==> src/hdl/attenv_pkg.sv <==
// Types, constants and helper functions for the attitude envelope servo limiter.
`timescale 1ns / 1ps

package attenv_pkg;

   localparam int ANG_W      = 13;
   localparam int SERVO_W    = 12;
   localparam int MAG_W      = ANG_W;
   localparam int DIFF_W     = ANG_W + 1;
   localparam int SPAN_W     = SERVO_W + 1;
   localparam int PROD_W     = MAG_W + SERVO_W;
   localparam int VAL_W      = PROD_W + 2;
   localparam int DIV_STEPS  = 5;
   localparam int DIV_STAGES = (PROD_W + DIV_STEPS - 1) / DIV_STEPS;
   localparam int NUM_STG    = DIV_STAGES + 4;
   localparam int STG_S1     = 0;
   localparam int STG_S2     = 1;
   localparam int STG_S3     = 2;
   localparam int STG_DIV    = 3;
   localparam int STG_OUT    = NUM_STG - 1;
   localparam int NUM_REGS   = 8;
   localparam int REG_SEL_W  = $clog2(NUM_REGS);
   localparam int CSR_IDX_W  = REG_SEL_W + 1;

   localparam logic [SERVO_W-1:0] ELEV_LOW_US    = SERVO_W'(1000);
   localparam logic [SERVO_W-1:0] ELEV_CENTRE_US = SERVO_W'(1500);
   localparam logic [SERVO_W-1:0] ELEV_HIGH_US   = SERVO_W'(2000);
   localparam logic [SERVO_W-1:0] AIL_LOW_US     = SERVO_W'(1000);
   localparam logic [SERVO_W-1:0] AIL_CENTRE_US  = SERVO_W'(1500);
   localparam logic [SERVO_W-1:0] AIL_HIGH_US    = SERVO_W'(2000);

   localparam logic AXIS_ROLL = 1'b1;

   typedef logic signed [ANG_W-1:0] angle_type;

   typedef enum logic [REG_SEL_W-1:0] {
      REG_PITCH_UP_UNSAFE,
      REG_PITCH_UP_EXTREME,
      REG_PITCH_DOWN_UNSAFE,
      REG_PITCH_DOWN_EXTREME,
      REG_ROLL_RIGHT_UNSAFE,
      REG_ROLL_RIGHT_EXTREME,
      REG_ROLL_LEFT_UNSAFE,
      REG_ROLL_LEFT_EXTREME
   } reg_sel_type;

   localparam angle_type REG_RESET [NUM_REGS] = '{
      ANG_W'(-480), ANG_W'(-960), ANG_W'(480), ANG_W'(960),
      ANG_W'(-720), ANG_W'(-1440), ANG_W'(720), ANG_W'(1440)
   };

   typedef struct packed {
      logic               active;
      logic               want_less;
      logic [SERVO_W-1:0] mid;
      logic [SERVO_W-1:0] tgt;
      logic [SERVO_W-1:0] lo;
      logic [SERVO_W-1:0] hi;
      logic [SERVO_W-1:0] cur;
   } ctl_type;

   typedef struct packed {
      angle_type angle;
      angle_type unsafe_b;
      angle_type extreme_b;
      ctl_type   ctl;
   } s1_type;

   typedef struct packed {
      logic [MAG_W-1:0]   num_mag;
      logic [SERVO_W-1:0] span_mag;
      logic [MAG_W-1:0]   den_mag;
      logic               neg;
      logic               dz;
      ctl_type            ctl;
   } s2_type;

   typedef struct packed {
      logic [PROD_W-1:0] prod;
      logic [MAG_W-1:0]  den_mag;
      logic              neg;
      logic              dz;
      ctl_type           ctl;
   } s3_type;

   typedef struct packed {
      logic [MAG_W-1:0]  rem;
      logic [PROD_W-1:0] dq;
      logic [MAG_W-1:0]  den_mag;
      logic              neg;
      logic              dz;
      ctl_type           ctl;
   } div_type;

   typedef struct packed {
      logic [SERVO_W-1:0] limited;
      logic               ovr;
   } out_type;

   function automatic logic [MAG_W-1:0] mag_of(input angle_type a);
      logic signed [DIFF_W-1:0] ext;
      logic signed [DIFF_W-1:0] m;
      ext = DIFF_W'(a);
      m   = a[ANG_W-1] ? -ext : ext;
      return m[MAG_W-1:0];
   endfunction

   function automatic logic [MAG_W-1:0] abs_diff(input logic signed [DIFF_W-1:0] x);
      logic signed [DIFF_W-1:0] m;
      m = x[DIFF_W-1] ? -x : x;
      return m[MAG_W-1:0];
   endfunction

   function automatic logic [SERVO_W-1:0] abs_span(input logic signed [SPAN_W-1:0] x);
      logic signed [SPAN_W-1:0] m;
      m = x[SPAN_W-1] ? -x : x;
      return m[SERVO_W-1:0];
   endfunction

   function automatic div_type div_step(input div_type d);
      div_type          r;
      logic [MAG_W:0]   part;
      logic [MAG_W:0]   dvs;
      logic [MAG_W:0]   trial;
      logic             qbit;
      r     = d;
      part  = {d.rem, d.dq[PROD_W-1]};
      dvs   = {1'b0, d.den_mag};
      trial = part - dvs;
      qbit  = (part >= dvs);
      r.rem = qbit ? trial[MAG_W-1:0] : part[MAG_W-1:0];
      r.dq  = {d.dq[PROD_W-2:0], qbit};
      return r;
   endfunction

endpackage

==> src/hdl/attitude_envelope_servo_limiter_core.sv <==
// Top level of the attitude envelope servo limiter: selection, map, divider and clamp pipeline.
`timescale 1ns / 1ps

// One beat in, one beat out, in order. An item enters every cycle while the output
// side keeps up; the depth is set by the 25-step restoring divider, spread over five
// stages of five steps each. Empty stages close up under a stall, so a new beat is
// taken while a result waits. The eight threshold registers are written through the
// csr_ port (index 0..7 in list order, index 8 and above ignored); the user must
// write them only while no beat is in flight; the block itself does not enforce it.

module attitude_envelope_servo_limiter_core
   import attenv_pkg::*;
(
   input  logic                   clock,
   input  logic                   reset,
   input  logic                   req_valid,
   output logic                   req_ready,
   input  logic                   req_command,
   input  logic signed [ANG_W-1:0] req_attitude_angle,
   input  logic [SERVO_W-1:0]     req_current_servo,
   output logic                   rsp_valid,
   input  logic                   rsp_ready,
   output logic [SERVO_W-1:0]     rsp_limited_servo,
   output logic                   rsp_was_overridden,
   input  logic                   csr_valid,
   output logic                   csr_ready,
   input  logic [CSR_IDX_W-1:0]   csr_index,
   input  logic [ANG_W-1:0]       csr_data
);

   angle_type            cfg_ff [NUM_REGS];
   angle_type            cfg_in [NUM_REGS];
   logic [NUM_STG-1:0]   vld_ff;
   logic [NUM_STG-1:0]   vld_in;
   logic [NUM_STG-1:0]   adv;
   s1_type               s1_ff;
   s1_type               s1_in;
   s2_type               s2_ff;
   s2_type               s2_in;
   s3_type               s3_ff;
   s3_type               s3_in;
   div_type              div_src [DIV_STAGES];
   div_type              div_ff  [DIV_STAGES];
   div_type              div_in  [DIV_STAGES];
   out_type              out_ff;
   out_type              out_in;

   // configuration registers
   assign csr_ready = 1'b1;

   always_comb begin
      cfg_in = cfg_ff;
      if (csr_valid && (csr_index < CSR_IDX_W'(NUM_REGS))) begin
         cfg_in[csr_index[REG_SEL_W-1:0]] = csr_data;
      end
   end

   always_ff @(posedge clock) begin
      if (reset) begin
         cfg_ff <= REG_RESET;
      end else begin
         cfg_ff <= cfg_in;
      end
   end

   // stage valid bits and advance chain
   always_comb begin
      adv[STG_OUT] = !vld_ff[STG_OUT] || rsp_ready;
      for (int i = STG_OUT - 1; i >= 0; i--) begin
         adv[i] = !vld_ff[i] || adv[i+1];
      end
      vld_in[0] = adv[0] ? req_valid : vld_ff[0];
      for (int i = 1; i < NUM_STG; i++) begin
         vld_in[i] = adv[i] ? vld_ff[i-1] : vld_ff[i];
      end
   end

   always_ff @(posedge clock) begin
      if (reset) begin
         vld_ff <= '0;
      end else begin
         vld_ff <= vld_in;
      end
   end

   assign req_ready = adv[STG_S1];

   // stage 1: pick the side and its bounds
   always_comb begin
      angle_type u_lo;
      angle_type e_lo;
      angle_type u_hi;
      angle_type e_hi;
      logic      hit_lo;
      logic      hit_hi;
      if (req_command == AXIS_ROLL) begin
         u_lo = cfg_ff[REG_ROLL_RIGHT_UNSAFE];
         e_lo = cfg_ff[REG_ROLL_RIGHT_EXTREME];
         u_hi = cfg_ff[REG_ROLL_LEFT_UNSAFE];
         e_hi = cfg_ff[REG_ROLL_LEFT_EXTREME];
      end else begin
         u_lo = cfg_ff[REG_PITCH_UP_UNSAFE];
         e_lo = cfg_ff[REG_PITCH_UP_EXTREME];
         u_hi = cfg_ff[REG_PITCH_DOWN_UNSAFE];
         e_hi = cfg_ff[REG_PITCH_DOWN_EXTREME];
      end
      hit_lo = (req_attitude_angle <= u_lo);
      hit_hi = (req_attitude_angle >= u_hi);

      s1_in.angle          = req_attitude_angle;
      s1_in.unsafe_b       = hit_lo ? u_lo : u_hi;
      s1_in.extreme_b      = hit_lo ? e_lo : e_hi;
      s1_in.ctl.active     = hit_lo || hit_hi;
      s1_in.ctl.cur        = req_current_servo;
      if (req_command == AXIS_ROLL) begin
         s1_in.ctl.mid = AIL_CENTRE_US;
         if (hit_lo) begin
            s1_in.ctl.tgt       = AIL_HIGH_US;
            s1_in.ctl.lo        = AIL_CENTRE_US;
            s1_in.ctl.hi        = AIL_HIGH_US;
            s1_in.ctl.want_less = 1'b0;
         end else begin
            s1_in.ctl.tgt       = AIL_LOW_US;
            s1_in.ctl.lo        = AIL_LOW_US;
            s1_in.ctl.hi        = AIL_CENTRE_US;
            s1_in.ctl.want_less = 1'b1;
         end
      end else begin
         s1_in.ctl.mid = ELEV_CENTRE_US;
         if (hit_lo) begin
            s1_in.ctl.tgt       = ELEV_LOW_US;
            s1_in.ctl.lo        = ELEV_LOW_US;
            s1_in.ctl.hi        = ELEV_CENTRE_US;
            s1_in.ctl.want_less = 1'b1;
         end else begin
            s1_in.ctl.tgt       = ELEV_HIGH_US;
            s1_in.ctl.lo        = ELEV_CENTRE_US;
            s1_in.ctl.hi        = ELEV_HIGH_US;
            s1_in.ctl.want_less = 1'b0;
         end
      end
   end

   always_ff @(posedge clock) begin
      if (adv[STG_S1]) begin
         s1_ff <= s1_in;
      end
   end

   // stage 2: magnitudes and differences
   always_comb begin
      logic [MAG_W-1:0]          mag_a;
      logic [MAG_W-1:0]          mag_u;
      logic [MAG_W-1:0]          mag_e;
      logic signed [DIFF_W-1:0]  num;
      logic signed [DIFF_W-1:0]  den;
      logic signed [SPAN_W-1:0]  span;
      mag_a = mag_of(s1_ff.angle);
      mag_u = mag_of(s1_ff.unsafe_b);
      mag_e = mag_of(s1_ff.extreme_b);
      num   = $signed({1'b0, mag_a}) - $signed({1'b0, mag_u});
      den   = $signed({1'b0, mag_e}) - $signed({1'b0, mag_u});
      span  = $signed({1'b0, s1_ff.ctl.tgt}) - $signed({1'b0, s1_ff.ctl.mid});
      s2_in.num_mag  = abs_diff(num);
      s2_in.den_mag  = abs_diff(den);
      s2_in.span_mag = abs_span(span);
      s2_in.neg      = num[DIFF_W-1] ^ den[DIFF_W-1] ^ span[SPAN_W-1];
      s2_in.dz       = (den == '0);
      s2_in.ctl      = s1_ff.ctl;
   end

   always_ff @(posedge clock) begin
      if (adv[STG_S2]) begin
         s2_ff <= s2_in;
      end
   end

   // stage 3: product magnitude
   always_comb begin
      s3_in.prod    = PROD_W'(s2_ff.num_mag) * PROD_W'(s2_ff.span_mag);
      s3_in.den_mag = s2_ff.den_mag;
      s3_in.neg     = s2_ff.neg;
      s3_in.dz      = s2_ff.dz;
      s3_in.ctl     = s2_ff.ctl;
   end

   always_ff @(posedge clock) begin
      if (adv[STG_S3]) begin
         s3_ff <= s3_in;
      end
   end

   // divider stages
   for (genvar s = 0; s < DIV_STAGES; s++) begin : g_div
      if (s == 0) begin : g_head
         assign div_src[s] = {MAG_W'(0), s3_ff.prod, s3_ff.den_mag, s3_ff.neg, s3_ff.dz,
                              s3_ff.ctl};
      end else begin : g_link
         assign div_src[s] = div_ff[s-1];
      end

      always_comb begin
         div_type w;
         w = div_src[s];
         for (int k = 0; k < DIV_STEPS; k++) begin
            if (s * DIV_STEPS + k < PROD_W) begin
               w = div_step(w);
            end
         end
         div_in[s] = w;
      end

      always_ff @(posedge clock) begin
         if (adv[STG_DIV+s]) begin
            div_ff[s] <= div_in[s];
         end
      end
   end

   // output stage: offset, clamp, compare
   always_comb begin
      div_type                  d;
      logic signed [VAL_W-1:0]  q;
      logic signed [VAL_W-1:0]  val;
      logic signed [VAL_W-1:0]  lo_s;
      logic signed [VAL_W-1:0]  hi_s;
      logic [SERVO_W-1:0]       cmd;
      logic                     take;
      d    = div_ff[DIV_STAGES-1];
      q    = $signed({2'b00, d.dq});
      lo_s = $signed({{(VAL_W-SERVO_W){1'b0}}, d.ctl.lo});
      hi_s = $signed({{(VAL_W-SERVO_W){1'b0}}, d.ctl.hi});
      if (d.dz) begin
         val = $signed({{(VAL_W-SERVO_W){1'b0}}, d.ctl.tgt});
      end else begin
         val = $signed({{(VAL_W-SERVO_W){1'b0}}, d.ctl.mid}) + (d.neg ? -q : q);
      end
      if (val < lo_s) begin
         cmd = d.ctl.lo;
      end else if (val > hi_s) begin
         cmd = d.ctl.hi;
      end else begin
         cmd = val[SERVO_W-1:0];
      end
      take = d.ctl.active && (d.ctl.want_less ? (cmd < d.ctl.cur) : (cmd > d.ctl.cur));
      out_in.limited = take ? cmd : d.ctl.cur;
      out_in.ovr     = take;
   end

   always_ff @(posedge clock) begin
      if (adv[STG_OUT]) begin
         out_ff <= out_in;
      end
   end

   assign rsp_valid          = vld_ff[STG_OUT];
   assign rsp_limited_servo  = out_ff.limited;
   assign rsp_was_overridden = out_ff.ovr;

   a_reset_empties : assert property (@(posedge clock)
      reset |=> (vld_ff == '0))
      else $error("pipeline not empty after reset");

   a_accept_fills : assert property (@(posedge clock) disable iff (reset)
      (req_valid && req_ready) |=> vld_ff[STG_S1])
      else $error("accepted beat missing from first stage");

   a_stall_holds : assert property (@(posedge clock) disable iff (reset)
      (vld_ff[STG_S3] && !adv[STG_S3]) |=> vld_ff[STG_S3])
      else $error("stalled beat dropped in product stage");

   a_rem_bound : assert property (@(posedge clock) disable iff (reset)
      (vld_ff[STG_OUT-1] && !div_ff[DIV_STAGES-1].dz)
         |-> (div_ff[DIV_STAGES-1].rem < div_ff[DIV_STAGES-1].den_mag))
      else $error("divider remainder not below divisor");

endmodule
==> config.mk <==
export PLATFORM = sky130hd
export DESIGN_NAME = attitude_envelope_servo_limiter_core
export DESIGN_NICKNAME = d
export VERILOG_FILES = /design/src/hdl/attenv_pkg.sv /design/src/hdl/attitude_envelope_servo_limiter_core.sv
export SDC_FILE = /design/constraint.sdc
export NUM_CORES = 2
export LEC_CHECK = 0
export BUFFER_PORTS_ARGS = -buffer_cell sky130_fd_sc_hd__clkbuf_2
export CAP_MARGIN = 0
export CORE_MARGIN = 1
export CORE_UTILIZATION = 65
export DETAILED_ROUTE_END_ITERATION = 10
export GPL_ROUTABILITY_DRIVEN = 0
export PLACE_DENSITY = 0.9
export RECOVER_POWER = 50
export SYNTH_ARGS = -nofsm -noshare
export SYNTH_HDL_FRONTEND = slang
export SYNTH_SLANG_ARGS = --single-unit
export TNS_END_PERCENT = 20
==> constraint.sdc <==
create_clock -name clock -period 24.9 [get_ports clock]
set_input_delay 2.49 -clock clock [delete_from_list [all_inputs] [get_ports clock]]
set_output_delay 2.49 -clock clock [all_outputs]
set_load 0.02 [all_outputs]
==> impl_metrics.toml <==
[die]
start_util = 0.660
core.rowCount = 95
die-width_um = 264
die_h_um = 264
core_um2 = 67400
boundaryPins = 64
fp.dieArea_um2 = 69500

[worst_setup_path]
worst_r2r_endpoint = "div_ff[0][220]"
reg2reg_setup_slack_ns = 8.71
slowest_delay_ns = 1.62
crit_required_ns = 25.30
timing.critical_path.depth = 51
critPathKind = "flop to flop"
critPathMostFrequentCell = "o21ai_0"
worst_r2r_startpoint = "div_ff[0][65]"
worstRegToRegCells = 51
crit_arrival_ns = 16.59
crit_slowest_cell = "o21ai_0"
critical_path_buf_inv_count = 3
crit_path_end = "div_ff[0][220]"
critical_path.top_delay_family = "compound AO/OA/AOI/OAI gates"
setup.worst_path.end_class = "flop"
setup.worst_path.start_class = "flop"
worst_setup_path_startpoint = "div_ff[0][65]"
crit_fanout = 19

[cts]
cts.repair_timing.setup_buffer_count = 0
cts.htree.levels = 2
clock_insertion_delay_worst_skew_ns = 0.69
tritoncts = "done"
clkSlewWorstSetupHoldPaths_ns = 0.06
postCtsResizedCells = 0
inserted_clock_buffers = 57
cts.path.max_buffers = 3
cts_sinks = 584
cts_hold_buffers = 0
cts.root.buffer_cell = "clkbuf_16"

[sta]
fin_setup_tns_ns = 0
final_hold_viol_count = 0
final_min_period_over_clock_period = 0.650
final.min_clock_period_ns = 16.19
rsz0062_at_grt = "false"
worst_slew_margin_rel = -2.07
setup-violations-final = 0
timing.final.max_slew_violations = 223
clock-skew-final_ns = 0.0610
fmax_mhz = 61.8
worst-slew-pin-transition_ns = 4.60
fin_hold_ws_ns = 0.383

[synthesis]
post-synth-top-area-cell = "edfxtp_1"
postSynthAreaPerCell_um2 = 9.75
post-synth-top-count-cell = "nand2_1"
synth_flop_cell = "edfxtp_1"
ys_top_cells_by_area = "edfxtp_1, ha_1, dfxtp_1"
synth_async_sr_flop_share = 0
netlist-cell-type-count = 109
post_synth_inst_count = 4561
netlist.area_leader.share = 0.318
mappedNetlistArea_um2 = 44500
yosysWarnings = 0
synth.yosys.seq_area_share = 0.369
flip_flop_and_latch_count_after_synthesis = 584
synth_common_cells = "nand2_1, edfxtp_1, ha_1"
number_of_flops_mapped_to_enable_cells_by_yosys = 471

[worst_hold_path]
hold_start = "div_ff[0][178]"
class_of_the_most_critical_hold_timing_path = "flop to flop"

[route]
detailroute.via_count = 37009
route.detailed.wl_per_inst_um = 21.8
drt-total-wl_mm = 120
initialDrtViolationCount = 4512
drtPass1Iterations = 11
vias_per_cell = 6.70
drc_errors = 18
antenna_nets_post_route = 0

[grt]
grt_max_degree = 114
global_route.overflow_total = 0
antenna_violations_before_repair = 0
number_of_global_route_vias_before_repair = 37034
global_route.usage.total = 0.342
global_route_wire_length_before_repair_mm = 191

[status]
failed_checks = "DRC, capacitance limit, slew limit"
outcome = "complete, but fails checks"

[cells_and_area]
instances_no_fill = 5525
flow.area_growth_from_synthesis_pct = 6.84
post_route_cells_drive_above_1_share = 0.0733
nets = 5212
diodes = 0
final_util = 0.705

[job]
timing.max_cap.violations = 4

[placement]
placement.io_buffers = 62
dp.final_hpwl_mm = 81.1
dpl.cell_count = 5421
==> cell usage in the layout, fill, tap and decap left out, types with 28 or more instances in the layout <==
master and count:
nand2_1 481, edfxtp_1 471, ha_1 455, inv_1 378
a21oi_1 332, nor2_1 265, o21ai_0 229, xnor2_1 204
dfxtp_1 113, xor2_1 109, a21o_1 104, mux2_2 102
fa_1 102, nor3_1 94, nor2b_1 82, nand2b_1 82
mux2i_1 77, nand4_1 64, clkbuf_16 59, nand3_1 58
nand3b_1 45, clkbuf_1 44, o21a_1 42, or3_1 41
o31ai_1 39, a21boi_0 34, and2_1 32, clkbuf_2 28
==> metal layers <==
metal / global-route usage / vias up / routed length (um)
met2: 0.580 / 2393 / 57700
li1: - / 16554 / -
met3: 0.0634 / 754 / 10400
met1: 0.397 / 17308 / 43400
met5: 0 / - / 0
met4: 0.225 / 0 / 8670
==> per-stage QoR <==
step	setup slack (ns)	area [um^2]
floorplan	11.90	44500
global placement	10.58	45600
detailed placement	10.10	45600
CTS	9.85	47600
global route	7.37	47500
finish	8.71	47500
==> how the worst min path moves through the flow <==
stage                     slack, ns             end  cells after the start
after floorplan                0.40    div_ff[0][0]                      0
after global placement         0.40     div_in[464]                      0
after detailed placement       0.40    div_ff[0][1]                      0
after CTS                      0.39  div_ff[0][293]                      0
after global routing           0.40  div_ff[0][353]                      0
final                          0.38  div_ff[0][293]                      0
==> flip-flops by register name, indices dropped and copies added (netlist names) <==
signal              flops
div_ff                306
cfg_ff                104
s1_ff                  54
div_in                 48
s2_ff                  45
rsp_limited_servo      12
vld_ff                  9
div_src                 5
rsp_was_overridden      1
==> final cells by class <==
class / instances / area (um^2)
Multi-Input combinational cell: 3493 / 26200
Inverter: 385 / 1450
Sequential cell: 584 / 16400
Clock buffer: 73 / 1600
Timing Repair Buffer: 86 / 434
Fill cell: 4276 / 19900
Tap cell: 873 / 1090
Clock inverter: 31 / 365
==> worst reg2reg max path: cells and delay by family, from the launching register on <==
kind / cells / cell delay [ns]
adder cells (fa/ha/maj): 5 / 1.98
flip-flops: 1 / 0.52
AO/OA/AOI/OAI: 30 / 9.16
multiplexers: 4 / 1.68
AND/OR/NAND/NOR: 9 / 1.61
buffers and inverters: 3 / 0.99
==> logic make-up (layout without fill, tap and decap cells) <==
logic type	after synthesis	after routing	synth area share
xor gates and xnor gates	313	313	0.0616
muxes	193	193	0.0500
DFF	584	584	0.369
AOI/OAI and AO/OA	1047	1047	0.151
other	2	18	0.000169
buffers and inverters	500	575	0.0448
and+or+nand+nor	1365	1365	0.149
adders and majority gates	557	557	0.174
Power is left out: the tool's default activity adds up to more than one toggle a clock period on the data nets, which glitch-free logic cannot reach.
